$ cat src/rtl/itt_pkg.sv
// Shared types and constants for the three-channel interval timer.
// Used by itt_chan.sv and interval_timer_three_channel.sv; no dependencies.
package itt_pkg;

  localparam int unsigned NumChan = 3;

  // Byte returned when there is nothing to read
  localparam logic [7:0] BYTE_NONE = 8'hFF;

  // Port that addresses the control word register
  localparam logic [1:0] CW_PORT = 2'd3;

  // Select code of the read-back command in a control word
  localparam logic [1:0] SEL_READBACK = 2'd3;

  // Access mode code of the counter-latch command
  localparam logic [1:0] ACC_LATCH = 2'd0;

  // Command carried by an input word
  typedef enum logic [1:0] {
    CMD_WRITE = 2'd0,
    CMD_READ  = 2'd1,
    CMD_TICK  = 2'd2,
    CMD_SPKR  = 2'd3
  } cmd_e;

  // Per-word strobes from the decoder to one channel
  typedef struct packed {
    logic       tick;
    logic       data_wr;
    logic       data_rd;
    logic       cw_prog;
    logic       cnt_latch;
    logic       sts_latch;
    logic [7:0] wdata;
  } chan_ctl_t;

  // What one channel reports back for the current word
  typedef struct packed {
    logic [7:0] rdata;
    logic       level;
    logic       wrap;
    logic       load;
    logic [2:0] eff_mode;
  } chan_sts_t;

endpackage

$ cat src/rtl/itt_chan.sv
// One timer channel: reload, down counter, mode, byte sequencing and latches.
// Depends on itt_pkg for the strobe and status structs.
module itt_chan (
  input  logic              clk_i,
  input  logic              rst_ni,
  input  itt_pkg::chan_ctl_t ctl_i,
  output itt_pkg::chan_sts_t sts_o
);
  import itt_pkg::*;

  logic [16:0] reload_q, reload_d;
  logic [15:0] down_q, down_d;
  logic [2:0]  mode_q, mode_d;
  logic        bcd_q, bcd_d;
  logic [1:0]  acc_q, acc_d;
  logic [1:0]  wph_q, wph_d;
  logic [1:0]  rph_q, rph_d;
  logic [7:0]  low_q, low_d;
  logic [3:0]  lf_q, lf_d;
  logic [7:0]  shold_q, shold_d;
  logic [15:0] chold_q, chold_d;

  logic [2:0]  eff_mode;
  logic [16:0] phase;
  logic [17:0] rel_p1;
  logic [16:0] rel_m1;
  logic        level;
  logic [15:0] load_val;
  logic        do_load;
  logic [7:0]  rdata;

  // Fold modes six and seven onto two and three
  assign eff_mode = (mode_q >= 3'd6) ? (mode_q - 3'd4) : mode_q;

  // Output level from the position within the current period
  always_comb begin
    phase  = (down_q == 16'd0) ? 17'd0 : (reload_q - {1'b0, down_q});
    rel_p1 = {1'b0, reload_q} + 18'd1;
    rel_m1 = reload_q - 17'd1;
    level  = 1'b0;
    if (reload_q != 17'd0) begin
      case (eff_mode)
        3'd0: level = 1'b1;
        3'd1: level = 1'b0;
        3'd2: level = (phase != 17'd1);
        3'd3: begin
          if (reload_q[0]) level = (phase >= rel_p1[17:1]);
          else             level = (phase < {1'b0, rel_m1[16:1]});
        end
        default: level = (phase != 17'd0);
      endcase
    end
  end

  // Assemble the reload word from the byte sequence
  always_comb begin
    load_val = {8'h00, ctl_i.wdata};
    do_load  = 1'b0;
    case (wph_q)
      2'd0: begin
        load_val = {8'h00, ctl_i.wdata};
        do_load  = ctl_i.data_wr;
      end
      2'd1: begin
        load_val = {ctl_i.wdata, 8'h00};
        do_load  = ctl_i.data_wr;
      end
      2'd2: begin
        load_val = {8'h00, ctl_i.wdata};
        do_load  = 1'b0;
      end
      default: begin
        load_val = {ctl_i.wdata, low_q};
        do_load  = ctl_i.data_wr;
      end
    endcase
  end

  // Next state for the current word
  always_comb begin
    reload_d = reload_q;
    down_d   = down_q;
    mode_d   = mode_q;
    bcd_d    = bcd_q;
    acc_d    = acc_q;
    wph_d    = wph_q;
    rph_d    = rph_q;
    low_d    = low_q;
    lf_d     = lf_q;
    shold_d  = shold_q;
    chold_d  = chold_q;
    rdata    = BYTE_NONE;

    // Count down, wrapping to reload minus one
    if (ctl_i.tick && reload_q != 17'd0) begin
      down_d = (down_q == 16'd0) ? rel_m1[15:0] : (down_q - 16'd1);
    end

    // Reload byte writes
    if (ctl_i.data_wr) begin
      if (wph_q == 2'd2) begin
        low_d = ctl_i.wdata;
        wph_d = 2'd3;
      end else if (wph_q == 2'd3) begin
        wph_d = 2'd2;
      end
    end
    if (do_load) begin
      reload_d = (load_val == 16'd0) ? 17'h10000 : {1'b0, load_val};
      down_d   = 16'd0;
    end

    // Program mode and access from a control word
    if (ctl_i.cw_prog) begin
      acc_d  = ctl_i.wdata[5:4];
      wph_d  = ctl_i.wdata[5:4] - 2'd1;
      rph_d  = ctl_i.wdata[5:4] - 2'd1;
      mode_d = ctl_i.wdata[3:1];
      bcd_d  = ctl_i.wdata[0];
    end

    // Latch count unless one is still held
    if (ctl_i.cnt_latch && !lf_q[1]) begin
      lf_d[3:2] = acc_q;
      lf_d[1]   = 1'b1;
      case (acc_q)
        2'd1:    chold_d = {8'h00, down_q[7:0]};
        2'd2:    chold_d = {8'h00, down_q[15:8]};
        2'd3:    chold_d = down_q;
        default: chold_d = chold_q;
      endcase
    end

    // Latch status unless one is still held; bit 6 reads as zero
    if (ctl_i.sts_latch && !lf_q[0]) begin
      shold_d = {level, 1'b0, acc_q, mode_q, bcd_q};
      lf_d[0] = 1'b1;
    end

    // Reads: status latch, then count latch, then live count
    if (ctl_i.data_rd) begin
      if (lf_q[0]) begin
        lf_d[0] = 1'b0;
        rdata   = shold_q;
      end else if (lf_q[1]) begin
        case (lf_q[3:2])
          2'd1, 2'd2: begin
            rdata = chold_q[7:0];
            lf_d  = 4'b0000;
          end
          2'd3: begin
            rdata   = chold_q[7:0];
            chold_d = {8'h00, chold_q[15:8]};
            lf_d    = 4'b1010;
          end
          default: lf_d = 4'b0000;
        endcase
      end else begin
        case (rph_q)
          2'd0: rdata = down_q[7:0];
          2'd1: rdata = down_q[15:8];
          default: begin
            rdata    = rph_q[0] ? down_q[15:8] : down_q[7:0];
            rph_d[0] = ~rph_q[0];
          end
        endcase
      end
    end
  end

  // Hold channel state
  always_ff @(posedge clk_i or negedge rst_ni) begin
    if (!rst_ni) begin
      reload_q <= '0;
      down_q   <= '0;
      mode_q   <= '0;
      bcd_q    <= 1'b0;
      acc_q    <= '0;
      wph_q    <= '0;
      rph_q    <= '0;
      low_q    <= '0;
      lf_q     <= '0;
      shold_q  <= '0;
      chold_q  <= '0;
    end else begin
      reload_q <= reload_d;
      down_q   <= down_d;
      mode_q   <= mode_d;
      bcd_q    <= bcd_d;
      acc_q    <= acc_d;
      wph_q    <= wph_d;
      rph_q    <= rph_d;
      low_q    <= low_d;
      lf_q     <= lf_d;
      shold_q  <= shold_d;
      chold_q  <= chold_d;
    end
  end

  // Report to the decoder
  always_comb begin
    sts_o.rdata    = rdata;
    sts_o.level    = level;
    sts_o.wrap     = ctl_i.tick && reload_q != 17'd0 && down_q == 16'd0 &&
                     rel_m1[15:0] != 16'd0;
    sts_o.load     = do_load;
    sts_o.eff_mode = eff_mode;
  end

endmodule

$ cat src/rtl/interval_timer_three_channel.sv
// Top level of the three-channel interval timer: decode, channel 0 interrupt, speaker.
// Depends on itt_pkg and itt_chan.
//
//   channel | direction | signals                          | word
//   in      | sink      | in_valid_i, in_ready_o           | cmd_i, port_i, wdata_i
//   out     | source    | out_valid_o, out_ready_i         | rdata_o, irq_raise_o
//
// For every accepted word, decode and all channel updates happen at the accepting edge and
// the result word appears in the output register the cycle after.
// A new word is accepted every cycle while the output register is empty or drained.
// While out_ready_i is low with a word held, in_ready_o is low.
// Reset clears all channel state, the interrupt run flag and the speaker toggle.
module interval_timer_three_channel (
  input  logic       clk_i,
  input  logic       rst_ni,
  input  logic       in_valid_i,
  output logic       in_ready_o,
  input  logic [1:0] cmd_i,
  input  logic [1:0] port_i,
  input  logic [7:0] wdata_i,
  output logic       out_valid_o,
  input  logic       out_ready_i,
  output logic [7:0] rdata_o,
  output logic       irq_raise_o
);
  import itt_pkg::*;

  logic       in_acc;
  logic       is_wr, is_rd, is_tick, is_spkr, is_cw;
  logic [1:0] cw_sel, cw_acc;
  logic [2:0] cw_mode;

  chan_ctl_t ctl [NumChan];
  chan_sts_t sts [NumChan];

  logic       run_q, run_d;
  logic       spk_q, spk_d;
  logic       out_valid_q, out_valid_d;
  logic [7:0] rdata_q, rdata_d;
  logic       irq_q, irq_d;
  logic       irq_cw, irq_tick;

  assign in_ready_o = !out_valid_q || out_ready_i;
  assign in_acc     = in_valid_i && in_ready_o;

  // Decode the word
  assign is_wr   = in_acc && (cmd_i == CMD_WRITE);
  assign is_rd   = in_acc && (cmd_i == CMD_READ);
  assign is_tick = in_acc && (cmd_i == CMD_TICK);
  assign is_spkr = in_acc && (cmd_i == CMD_SPKR);
  assign is_cw   = is_wr && (port_i == CW_PORT);
  assign cw_sel  = wdata_i[7:6];
  assign cw_acc  = wdata_i[5:4];
  assign cw_mode = wdata_i[3:1];

  // Fan strobes out to the channels
  for (genvar c = 0; c < NumChan; c++) begin : g_chan
    always_comb begin
      ctl[c].tick      = is_tick;
      ctl[c].data_wr   = is_wr && (port_i == 2'(c));
      ctl[c].data_rd   = is_rd && (port_i == 2'(c));
      ctl[c].cw_prog   = is_cw && (cw_sel == 2'(c)) && (cw_acc != ACC_LATCH);
      ctl[c].cnt_latch = is_cw && (((cw_sel == 2'(c)) && (cw_acc == ACC_LATCH)) ||
                         ((cw_sel == SEL_READBACK) && cw_mode[c] && !cw_acc[1]));
      ctl[c].sts_latch = is_cw && (cw_sel == SEL_READBACK) && cw_mode[c] && !cw_acc[0];
      ctl[c].wdata     = wdata_i;
    end

    itt_chan u_chan (
      .clk_i  (clk_i),
      .rst_ni (rst_ni),
      .ctl_i  (ctl[c]),
      .sts_o  (sts[c])
    );
  end

  // Channel 0 interrupt: mode-2 control word, or a wrap while running
  assign irq_cw   = is_cw && (cw_sel == 2'd0) && (cw_acc != ACC_LATCH) &&
                    (cw_mode == 3'd2 || cw_mode == 3'd6);
  assign irq_tick = run_q && sts[0].wrap;

  always_comb begin
    run_d = run_q;
    if (sts[0].load) begin
      run_d = 1'b1;
    end else if (irq_tick && sts[0].eff_mode != 3'd2 && sts[0].eff_mode != 3'd3) begin
      run_d = 1'b0;
    end
  end

  // Speaker toggle flips on each speaker read
  assign spk_d = is_spkr ? ~spk_q : spk_q;

  // Select the result byte
  always_comb begin
    rdata_d = BYTE_NONE;
    case (cmd_i)
      CMD_READ: begin
        case (port_i)
          2'd0:    rdata_d = sts[0].rdata;
          2'd1:    rdata_d = sts[1].rdata;
          2'd2:    rdata_d = sts[2].rdata;
          default: rdata_d = BYTE_NONE;
        endcase
      end
      CMD_SPKR: rdata_d = {2'b00, sts[2].level, spk_d, 4'h0};
      default:  rdata_d = BYTE_NONE;
    endcase
    irq_d = irq_cw || irq_tick;
  end

  // Advance or drop the output word
  always_comb begin
    out_valid_d = out_valid_q;
    if (in_acc) begin
      out_valid_d = 1'b1;
    end else if (out_ready_i) begin
      out_valid_d = 1'b0;
    end
  end

  always_ff @(posedge clk_i or negedge rst_ni) begin
    if (!rst_ni) begin
      run_q       <= 1'b0;
      spk_q       <= 1'b0;
      out_valid_q <= 1'b0;
    end else begin
      run_q       <= run_d;
      spk_q       <= spk_d;
      out_valid_q <= out_valid_d;
    end
  end

  // Hold the result payload
  always_ff @(posedge clk_i) begin
    if (in_acc) begin
      rdata_q <= rdata_d;
      irq_q   <= irq_d;
    end
  end

  assign out_valid_o = out_valid_q;
  assign rdata_o     = rdata_q;
  assign irq_raise_o = irq_q;

  // Reads and speaker reads never raise the interrupt
  assert property (@(posedge clk_i) disable iff (!rst_ni)
    (in_acc && (cmd_i == CMD_READ || cmd_i == CMD_SPKR)) |=> !irq_raise_o)
    else $error("interrupt raised on a read word");

  // Writes and ticks return the empty byte
  assert property (@(posedge clk_i) disable iff (!rst_ni)
    (in_acc && (cmd_i == CMD_WRITE || cmd_i == CMD_TICK)) |=> (rdata_o == BYTE_NONE))
    else $error("write or tick returned data");

  // Every accepted word shows up in the output register
  assert property (@(posedge clk_i) disable iff (!rst_ni)
    in_acc |=> out_valid_o)
    else $error("accepted word lost");

  // Speaker toggle moves only on speaker reads
  assert property (@(posedge clk_i) disable iff (!rst_ni)
    !is_spkr |=> $stable(spk_q))
    else $error("speaker toggle changed without a speaker read");

endmodule

$ cat config.mk
export PLATFORM = sky130hd
export DESIGN_NAME = interval_timer_three_channel
export DESIGN_NICKNAME = d
export VERILOG_FILES = /design/src/rtl/itt_pkg.sv /design/src/rtl/itt_chan.sv /design/src/rtl/interval_timer_three_channel.sv
export SDC_FILE = /design/constraint.sdc
export NUM_CORES = 1
export LEC_CHECK = 0
export BUFFER_PORTS_ARGS = -buffer_cell sky130_fd_sc_hd__buf_2
export CAP_MARGIN = 0
export CORE_ASPECT_RATIO = 1.5
export CORE_UTILIZATION = 50
export CTS_CLUSTER_SIZE = 8
export DETAILED_ROUTE_END_ITERATION = 12
export PLACE_DENSITY = 0.74
export SYNTH_ARGS = -nofsm -noshare
export SYNTH_HDL_FRONTEND = slang
export SYNTH_HIERARCHICAL = 1
export SYNTH_SLANG_ARGS = --single-unit
$ cat constraint.sdc
create_clock -name clk_i -period 5.9 [get_ports clk_i]
set_clock_uncertainty 0.2 [all_clocks]
set_input_delay 0.885 -clock clk_i [delete_from_list [all_inputs] [get_ports clk_i]]
set_output_delay 0.885 -clock clk_i [all_outputs]
set_load 0.02 [all_outputs]
==> Yosys cells after proc, flatten, opt, wreduce, memory -nomap -nowiden <==
Index checks and enable logic that the tools add are counted.
{ "word_totals": {"ff_bits": 246, "in_bits": 16, "output_inout_bits": 11} }
{ "op_classes": {"add_sub_neg": 16, "n_lt_le_gt_ge": 9, "n_eq_ne": 55, "n_mux": 124, "n_bitwise": 4, "reduce_logical": 120} }
{ "op_table": {"columns": ["op", "count"], "rows": [
  ["$mux 16", 24],
  ["$pmux 16 s3", 3],
  ["$mux 8", 15],
  ["$mux 17", 6],
  ["$reduce_bool 17->1", 6],
  ["$logic_not 16->1", 6],
  ["$pmux 16 s2", 3],
  ["$pmux 8 s2", 4],
  ["$add 17x1->18 const B", 3],
  ["$logic_and 1x1->1", 52],
  ["$ge 17x17->1", 3],
  ["$lt 17x16->1", 3],
  ["$ne 17x1->1 const B", 3],
  ["$sub 17x1->17 const B", 3],
  ["$sub 17x16->17", 3],
  ["$eq 2x2->1 const B", 24],
  ["$sub 16x1->16 const B", 3],
  ["$mux 4", 9],
  ["$mux 1", 35],
  ["$eq 2x1->1 const B", 15],
  ["$mux 3", 9],
  ["$mux 2", 12],
  ["$pmux 8 s3", 1],
  ["$eq 3x2->1 const B", 7],
  ["other kinds (18)", 76]
]} }

==> Longest topological paths before layout <==
Gate-level depths: netlist of the first run.
{ "logic_depth": {"word_depth": 13, "ltp_mapped": 22, "depth_no_buf": 21} }

==> Hierarchy <==
Netlist of the first run, hierarchy kept.
{ "modules_own_cells": {"columns": ["module", "instances", "cells_per_inst", "area_each_um2"], "rows": [
  ["itt_chan at g_chan[1].u_chan", 1, 799, 6511.2],
  ["itt_chan at g_chan[0].u_chan", 1, 777, 6465.0],
  ["itt_chan at g_chan[2].u_chan", 1, 758, 6403.6],
  ["interval_timer_three_channel", 1, 91, 845.8]
]} }

==> Worst setup path before layout of the first run <==
OpenSTA, ideal clock, no wires.
{ "synth_path": {"path_kind": "reg-to-reg", "from": "register g_chan[0].u_chan.reload_q[0]", "to": "register g_chan[0].u_chan.shold_q[7]", "setup_time_ns": 0.092, "t_arrival_ns": 4.080, "required_time_ns": 5.608, "path_slack_ns": 1.528, "stages_incl_launch_ff": 19, "path_buffers": 0, "path_cell_list": "dfrtp_1 inv_1 ha_1 fa_1 nand2b_1 a21o_1 a31o_2 o21ai_0 xor2_1 and2_1 ha_1 a22o_1 nor4_1 o311ai_0 a211o_1 a22o_1 o31a_1 a31o_1 o31ai_2"} }
{ "synth_via": {"elab_chain_cells": 6, "elab_cells_between_ends": 12, "classes_between": "add/sub: 3; order compare: 2; eq/ne: 1; mux: 4; reduce/logical: 2"} }
{ "synth_lines": {"columns": ["item", "line_no", "rtl"], "rows": [
  ["start: declaration", "itt_chan.sv:11", "logic [16:0] reload_q, reload_d;"],
  ["start signal: assignment", "itt_chan.sv:186", "reload_q <= reload_d;"],
  ["$sub 17x16->17", "itt_chan.sv:37", "phase = (down_q == 16'd0) ? 17'd0 : (reload_q - {1'b0, down_q});"],
  ["$mux 17", "itt_chan.sv:37", null],
  ["$lt 17x16->1 or $ge 17x17->1 (tied branches)", "itt_chan.sv:48, itt_chan.sv:47", null],
  ["$mux 1", "itt_chan.sv:47", "if (reload_q[0]) level = (phase >= rel_p1[17:1]);"],
  ["$pmux 1 s4", "itt_chan.sv:42", "case (eff_mode)"],
  ["$mux 1 (*)", "itt_chan.sv:41", "if (reload_q != 17'd0) begin"],
  ["end signal: assignment", "itt_chan.sv:195", "shold_q <= shold_d;"],
  ["end: declaration", "itt_chan.sv:20", "logic [7:0] shold_q, shold_d;"]
]} }
Mark *: on every way between the ends. The rest lies on a longest branch, timed or not.
A chain may end at the register's enable or synchronous reset.

==> Final worst setup path of the first run <==
{ "layout_path": {"from": "register g_chan[1].u_chan.reload_q[0]", "to": "register g_chan[1].u_chan.shold_q[7]"} }
{ "layout_via": {"elab_chain_cells": 6, "elab_cells_between_ends": 12, "classes_between": "add/sub: 3; order compare: 2; eq/ne: 1; mux: 4; reduce/logical: 2"} }
{ "layout_lines": {"columns": ["item", "line_no"], "rows": [
  ["start: declaration", "itt_chan.sv:11"],
  ["start signal: assignment", "itt_chan.sv:186"],
  ["$sub 17x16->17", "itt_chan.sv:37"],
  ["$mux 17", "itt_chan.sv:37"],
  ["$lt 17x16->1 or $ge 17x17->1 (tied branches)", "itt_chan.sv:48, itt_chan.sv:47"],
  ["$mux 1", "itt_chan.sv:47"],
  ["$pmux 1 s4", "itt_chan.sv:42"],
  ["$mux 1 (*)", "itt_chan.sv:41"],
  ["end signal: assignment", "itt_chan.sv:195"],
  ["end: declaration", "itt_chan.sv:20"]
]} }
Marked as above.

==> qor.csv, run 1 <==
metric,value,unit
GRT overflow,0,
IO Pins,27,
multi-input combinational cell area,12800,sq um
Iter 0 DRT Violations,1860,
largest net degree at the start of global routing,136,
Die W,165,um
CP bufs+invs,1,
RSZ-0062 raised after global routing,no,
DRC viols,4,
layout cell share with drive strength beyond 1,8.29,%
cells after synthesis,2393,
CP cell instances,inv_1 > ha_1 > fa_1 > nor2b_1 > o311ai_1 > a21boi_0 > or3_1 > and3_1 > ha_1 > a21oi_1 > o21ai_0 > a2111oi_0 > a21oi_1 > o221ai_1 > o2111ai_1 > o31ai_1 > o31ai_1,
# H-tree levels,2,
CTS root buffer,clkbuf_16,
Critical Path Start Type,register,
"CP delay by family, top",compound AO/OA/AOI/OAI gates,
Final Slew Violations,0,
CP Max Fanout,8,
Pre-Repair DR Iteration Count,10,
Port Buf Inserts,26,
Setup TNS,0,ns
worst setup margin,0.713,ns
most frequent cells in the layout,"237 x dfrtp_1, 233 x nand2_1, 225 x nor2_1, 165 x o21ai_0, 160 x ha_1",
core area,39400,sq um
area added between synthesis and finish,6.90,%
CTS tree,built,
post-cts sizing count,0,
slowest CP cell,o311ai_1,
nets,2512,
reg2reg path depth,17,
Die H,247,um
"Reg clk slew, reported paths",0.05,ns
Setup crit end kind,register,
status,"finished, violations left",
Total Routing Usage GR,32.5,%
starting density of the core,50.8,%
Mapped Area,20000,sq um
routed len/inst,23.1,um
Leakage,9.10,nW
syn_nets,2572,
Placed Cells,2794,
launch point of the worst path,g_chan[1].u_chan/reload_q[0]$_DFFE_PN0P_,
CP required,6.09,ns
failing checks,design-rule violations,
Yosys warning count,6,
clock tree buffer depth,3,
Post-DP HPWL,49200,um
RD Place Congestion,1.05,
PwrDens,510,nW/um^2
r2r endpoint,g_chan[1].u_chan/shold_q[7]$_DFFE_PN0P_,
Hold WC Path Type,primary input to async pin,
Tmin final,5.19,ns
die area,40900,sq um
"most common cell after layout, fill and taps aside",dfrtp_1,
row cnt,89,
TritonCTS Sinks,246,
VDD IR max,0.000338,V
Max Freq,0.193,GHz
number of routed nets with antenna violations,0,
Max-slew headroom,26.5,%
CTS buffer count,37,
cts hold-fix bufs,0,
vias in the first global route,18532,
Synth Area per Inst,8.37,sq um
r2r startpoint,g_chan[1].u_chan/reload_q[0]$_DFFE_PN0P_,
initial antenna violation count,2,
fin cells,2844,
Crit path largest cell delay,0.70,ns
critical setup path kind,register to register,
maxcap violations,0,
Fillers,3653,
R2R setup slack,0.71,ns
Routed Wire Length,65600,um
Reg area,6200,sq um
pre-CTS setup slack,0.885,ns
final count of hold timing violations,0,
dpl cell area,20300,sq um
post-route design area,21400,sq um
global-route wire length before repair,103000,um
actual slew at the worst max-slew pin,1.10,ns
Via-to-Cell Ratio,6.61,
crit path DAT,5.38,ns
setup violators final,0,
clock latency on the worst-skew pair,0.53,ns
post-CTS setup buffers,0,
via count,18797,
final worst path period share,87.9,%
==> worst reg2reg max path, delay by kind of cell, from the launching register on <==
family | cells | cell delay, ns
DFF | 1 | 0.45
adders and majority gates | 3 | 0.76
AOI/OAI and AO/OA | 10 | 2.75
buffers and inverters | 1 | 0.25
and+or+nand+nor | 3 | 0.68
==> stage by stage <==
stage / utilization [%] / power [mW] / hold WS (ns)
finish: 54.3 / 10.9 / 0.208
global route: 54.3 / 11.7 / 0.273
CTS: 54.3 / 10.8 / 0.242
detailed placement: 51.6 / 8.75 / 0.274
global placement: 51.6 / 8.61 / 0.264
floorplan: - / 7.03 / 0.249
==> state kept, by name (all words and copies together) (netlist names) <==
name / count
g_chan.u_chan/acc_q: 6
g_chan.u_chan/bcd_q: 3
g_chan.u_chan/chold_q: 48
g_chan.u_chan/down_q: 48
g_chan.u_chan/lf_q: 12
g_chan.u_chan/low_q: 24
g_chan.u_chan/mode_q: 9
g_chan.u_chan/reload_q: 51
g_chan.u_chan/rph_q: 6
g_chan.u_chan/shold_q: 21
g_chan.u_chan/wph_q: 6
irq_raise_o: 1
out_valid_o: 1
rdata_o: 8
run_q: 1
spk_q: 1
==> report_power, final <==
part / switching [mW] / total [mW] / internal, mW
clock network: 0.736 / 1.96 / 1.22
registers: 0.608 / 2.58 / 1.97
logic: 3.76 / 6.37 / 2.62
==> worst max path at each step <==
stage                                              endpoint  slack [ns]  depth (start not counted)
floorplan           g_chan[0].u_chan/shold_q[7]$_DFFE_PN0P_        1.54                         18
global placement    g_chan[1].u_chan/shold_q[7]$_DFFE_PN0P_        0.95                         18
detailed placement  g_chan[1].u_chan/shold_q[7]$_DFFE_PN0P_        0.88                         17
CTS                 g_chan[1].u_chan/shold_q[7]$_DFFE_PN0P_        0.88                         17
global route        g_chan[1].u_chan/shold_q[7]$_DFFE_PN0P_        0.36                         17
finish              g_chan[1].u_chan/shold_q[7]$_DFFE_PN0P_        0.71                         17
==> final cells by class <==
cell class,instances,area share [%]
multi-input combinational,1902,59.9
clock inverter,2,0.216
timing repair buffer,50,1.55
inverter,96,1.68
tap,500,2.92
sequential,246,29.0
antenna,4,0.0468
clock buffer,44,4.69
==> metal layers <==
layer	part of all wire, %	vias up	wire (um)	track usage (%)
li1	-	8651	-	-
met1	38	9114	25100	37.5
met2	50	795	32600	56.9
met3	5.7	237	3720	4.06
met4	6.4	0	4200	19.6
met5	0	-	0	0
Power figures use the tool's default switching activity.
==> inputs of run 2 (changes only) <==
==> constraint.sdc (replaced) <==
create_clock -name clk_i -period 5.9 [get_ports clk_i]
set_clock_uncertainty 0.2 [all_clocks]
set_input_delay 1.18 -clock clk_i [delete_from_list [all_inputs] [get_ports clk_i]]
set_output_delay 1.18 -clock clk_i [all_outputs]
set_load 0.02 [all_outputs]
==> run 2 against run 1 <==
The run still ends with design-rule violations left. Setup slack lost 0.030 ns. First-iteration DRC count shrank 5.2%. Maximum frequency shrank 0.58%. Non-clock buffer count grew 6. Register-to-register slack lost 0.03 ns. Sequential share of layout area shrank 0.069 points. Power grew 0.85%. Core utilization grew 0.13 points. Critical path type unchanged. Largest cell class unchanged.
==> qor.csv, run 2 (synthesis results as in run 1) <==
metric,value,unit,change
Fillers,3743,,+2.5%
# H-tree levels,2,,unchanged
RD Place Congestion,1.03,,-2.0%
multi-input combinational cell area,12800,sq um,unchanged
Max Freq,0.192,GHz,-0.58%
hold depth,2,,
Port Buf Inserts,26,,unchanged
Die W,165,um,unchanged
Die H,247,um,unchanged
HP Start,g_chan[2].u_chan/shold_q[4]$_DFFE_PN0P_,,
VDD IR max,0.000325,V,-4.0%
reg2reg path depth,17,,unchanged
global-route wire length before repair,106000,um,+3.0%
crit path DAT,5.42,ns,+0.04 ns
Max-slew headroom,29.3,%,+2.8 points
nets,2518,,+0.24%
PwrDens,513,nW/um^2,+0.61%
layout cell share with drive strength beyond 1,8.53,%,+0.23 points
post-cts sizing count,0,,unchanged
die area,40900,sq um,unchanged
CTS buffer count,37,,unchanged
maxcap violations,0,,unchanged
cts hold-fix bufs,0,,unchanged
Hold Path End,g_chan[2].u_chan/shold_q[4]$_DFFE_PN0P_,,
Placed Cells,2800,,+0.21%
Pre-Repair DR Iteration Count,11,,+1
largest registers,"g_chan.u_chan/reload_q (51), g_chan.u_chan/chold_q (48), g_chan.u_chan/down_q (48)",,
r2r endpoint,g_chan[1].u_chan/shold_q[7]$_DFFE_PN0P_,,
post-CTS setup buffers,0,,unchanged
Critical Path Start Type,register,,
CP required,6.10,ns,about the same
Reg area,6200,sq um,unchanged
CTS root buffer,clkbuf_16,,
vias in the first global route,18665,,+0.72%
R2R setup slack,0.68,ns,-0.03 ns
core area,39400,sq um,unchanged
Via-to-Cell Ratio,6.56,,-0.72%
Setup TNS,0,ns,unchanged
final count of hold timing violations,0,,unchanged
largest net degree at the start of global routing,113,,-17%
clock tree buffer depth,3,,unchanged
via count,18688,,-0.58%
max FFs per register,51,,unchanged
initial antenna violation count,3,,+1
"Reg clk slew, reported paths",0.05,ns,about the same
Iter 0 DRT Violations,1764,,-5.2%
TritonCTS Sinks,246,,unchanged
critical setup path kind,register to register,,
actual slew at the worst max-slew pin,1.05,ns,-0.0500 ns
r2r startpoint,g_chan[1].u_chan/reload_q[0]$_DFFE_PN0P_,,
Leakage,9.13,nW,+0.34%
Hold WC Path Type,register to register,,
starting density of the core,50.8,%,unchanged
Tmin final,5.22,ns,+0.0303 ns
DRC viols,2,,-2
Tot Pwr,11.0,mW,+0.85%
failing checks,design-rule violations,,
final worst path period share,88.4,%,+0.51 points
CTS tree,built,,
Largest Register,g_chan.u_chan/reload_q,,
Post-DP HPWL,51600,um,+4.9%
setup violators final,0,,unchanged
Total Routing Usage GR,33.9,%,+1.4 points
clock latency on the worst-skew pair,0.53,ns,about the same
most frequent cells in the layout,"237 x dfrtp_1, 233 x nand2_1, 225 x nor2_1, 165 x o21ai_0, 160 x ha_1",,
"most common cell after layout, fill and taps aside",dfrtp_1,,
GRT overflow,0,,unchanged
Final Slew Violations,0,,unchanged
fin cells,2848,,+0.14%
RSZ-0062 raised after global routing,no,,
area added between synthesis and finish,7.16,%,
row cnt,89,,unchanged
routed len/inst,24.0,um,+3.8%
Setup crit end kind,register,,
IO Pins,27,,unchanged
number of routed nets with antenna violations,0,,unchanged
Routed Wire Length,68200,um,+4.0%
CP Max Fanout,8,,unchanged
status,"finished, violations left",,
-- run 2: where the power goes --
group / switching [mW] / internal [mW] / total (mW)
registers: 0.604 / 1.97 / 2.58
clock network: 0.776 / 1.22 / 2.00
logic: 3.80 / 2.63 / 6.43
total: 5.18 / 5.82 / 11.0
-- run 2: worst max path at each step --
stage,from,to,slack [ns],depth (start not counted)
floorplan,g_chan[0].u_chan/reload_q[0]$_DFFE_PN0P_,g_chan[0].u_chan/shold_q[7]$_DFFE_PN0P_,1.54,18
global placement,g_chan[1].u_chan/reload_q[0]$_DFFE_PN0P_,g_chan[1].u_chan/shold_q[7]$_DFFE_PN0P_,0.80,17
detailed placement,g_chan[1].u_chan/reload_q[0]$_DFFE_PN0P_,g_chan[1].u_chan/shold_q[7]$_DFFE_PN0P_,0.81,17
CTS,g_chan[1].u_chan/reload_q[0]$_DFFE_PN0P_,g_chan[1].u_chan/shold_q[7]$_DFFE_PN0P_,0.75,17
global route,g_chan[1].u_chan/reload_q[0]$_DFFE_PN0P_,g_chan[1].u_chan/shold_q[7]$_DFFE_PN0P_,0.36,17
finish,g_chan[1].u_chan/reload_q[0]$_DFFE_PN0P_,g_chan[1].u_chan/shold_q[7]$_DFFE_PN0P_,0.68,17
-- run 2: area by class of cell --
cell class              instances  area share (%)
inverters                      96            1.68
well taps                     500            2.92
repair buffers                 56            1.82
clock buffers                  41            4.43
diodes                          2          0.0233
clock inverters                 5           0.455
multi-input cells            1902            59.8
flip-flops and latches        246            28.9
-- run 2: critical path, stage by stage, from the launching register on --
cell and delay, ns:
dfrtp_1 0.45, inv_1 0.23, ha_1 0.22, fa_1 0.22, nor2b_1 0.07, o311ai_1 0.74
a21boi_0 0.24, or3_1 0.38, and3_1 0.22, ha_1 0.31, a21oi_1 0.20, o21ai_0 0.16
a2111oi_0 0.43, a21oi_1 0.13, o221ai_1 0.33, o2111ai_1 0.18, o31ai_1 0.26, o31ai_1 0.11
-- run 2: routing by layer --
layer | track usage, % | vias up | wire length, um
met1 | 38.5 | 8974 | 25600
met5 | 0 | - | 11
met4 | 21.6 | 2 | 4770
li1 | - | 8638 | -
met2 | 58.8 | 817 | 33800
met3 | 4.88 | 257 | 4090
-- run 2: stage by stage --
stage               util [%]  hold slack, ns  instance area (sq um)  setup WS [ns]
floorplan                  -           0.249                  20000           1.54
global placement        51.8           0.263                  20400          0.803
detailed placement      51.8           0.271                  20400          0.809
CTS                     54.4           0.283                  21500          0.755
global route            54.4           0.312                  21500          0.361
finish                  54.4           0.282                  21500          0.682
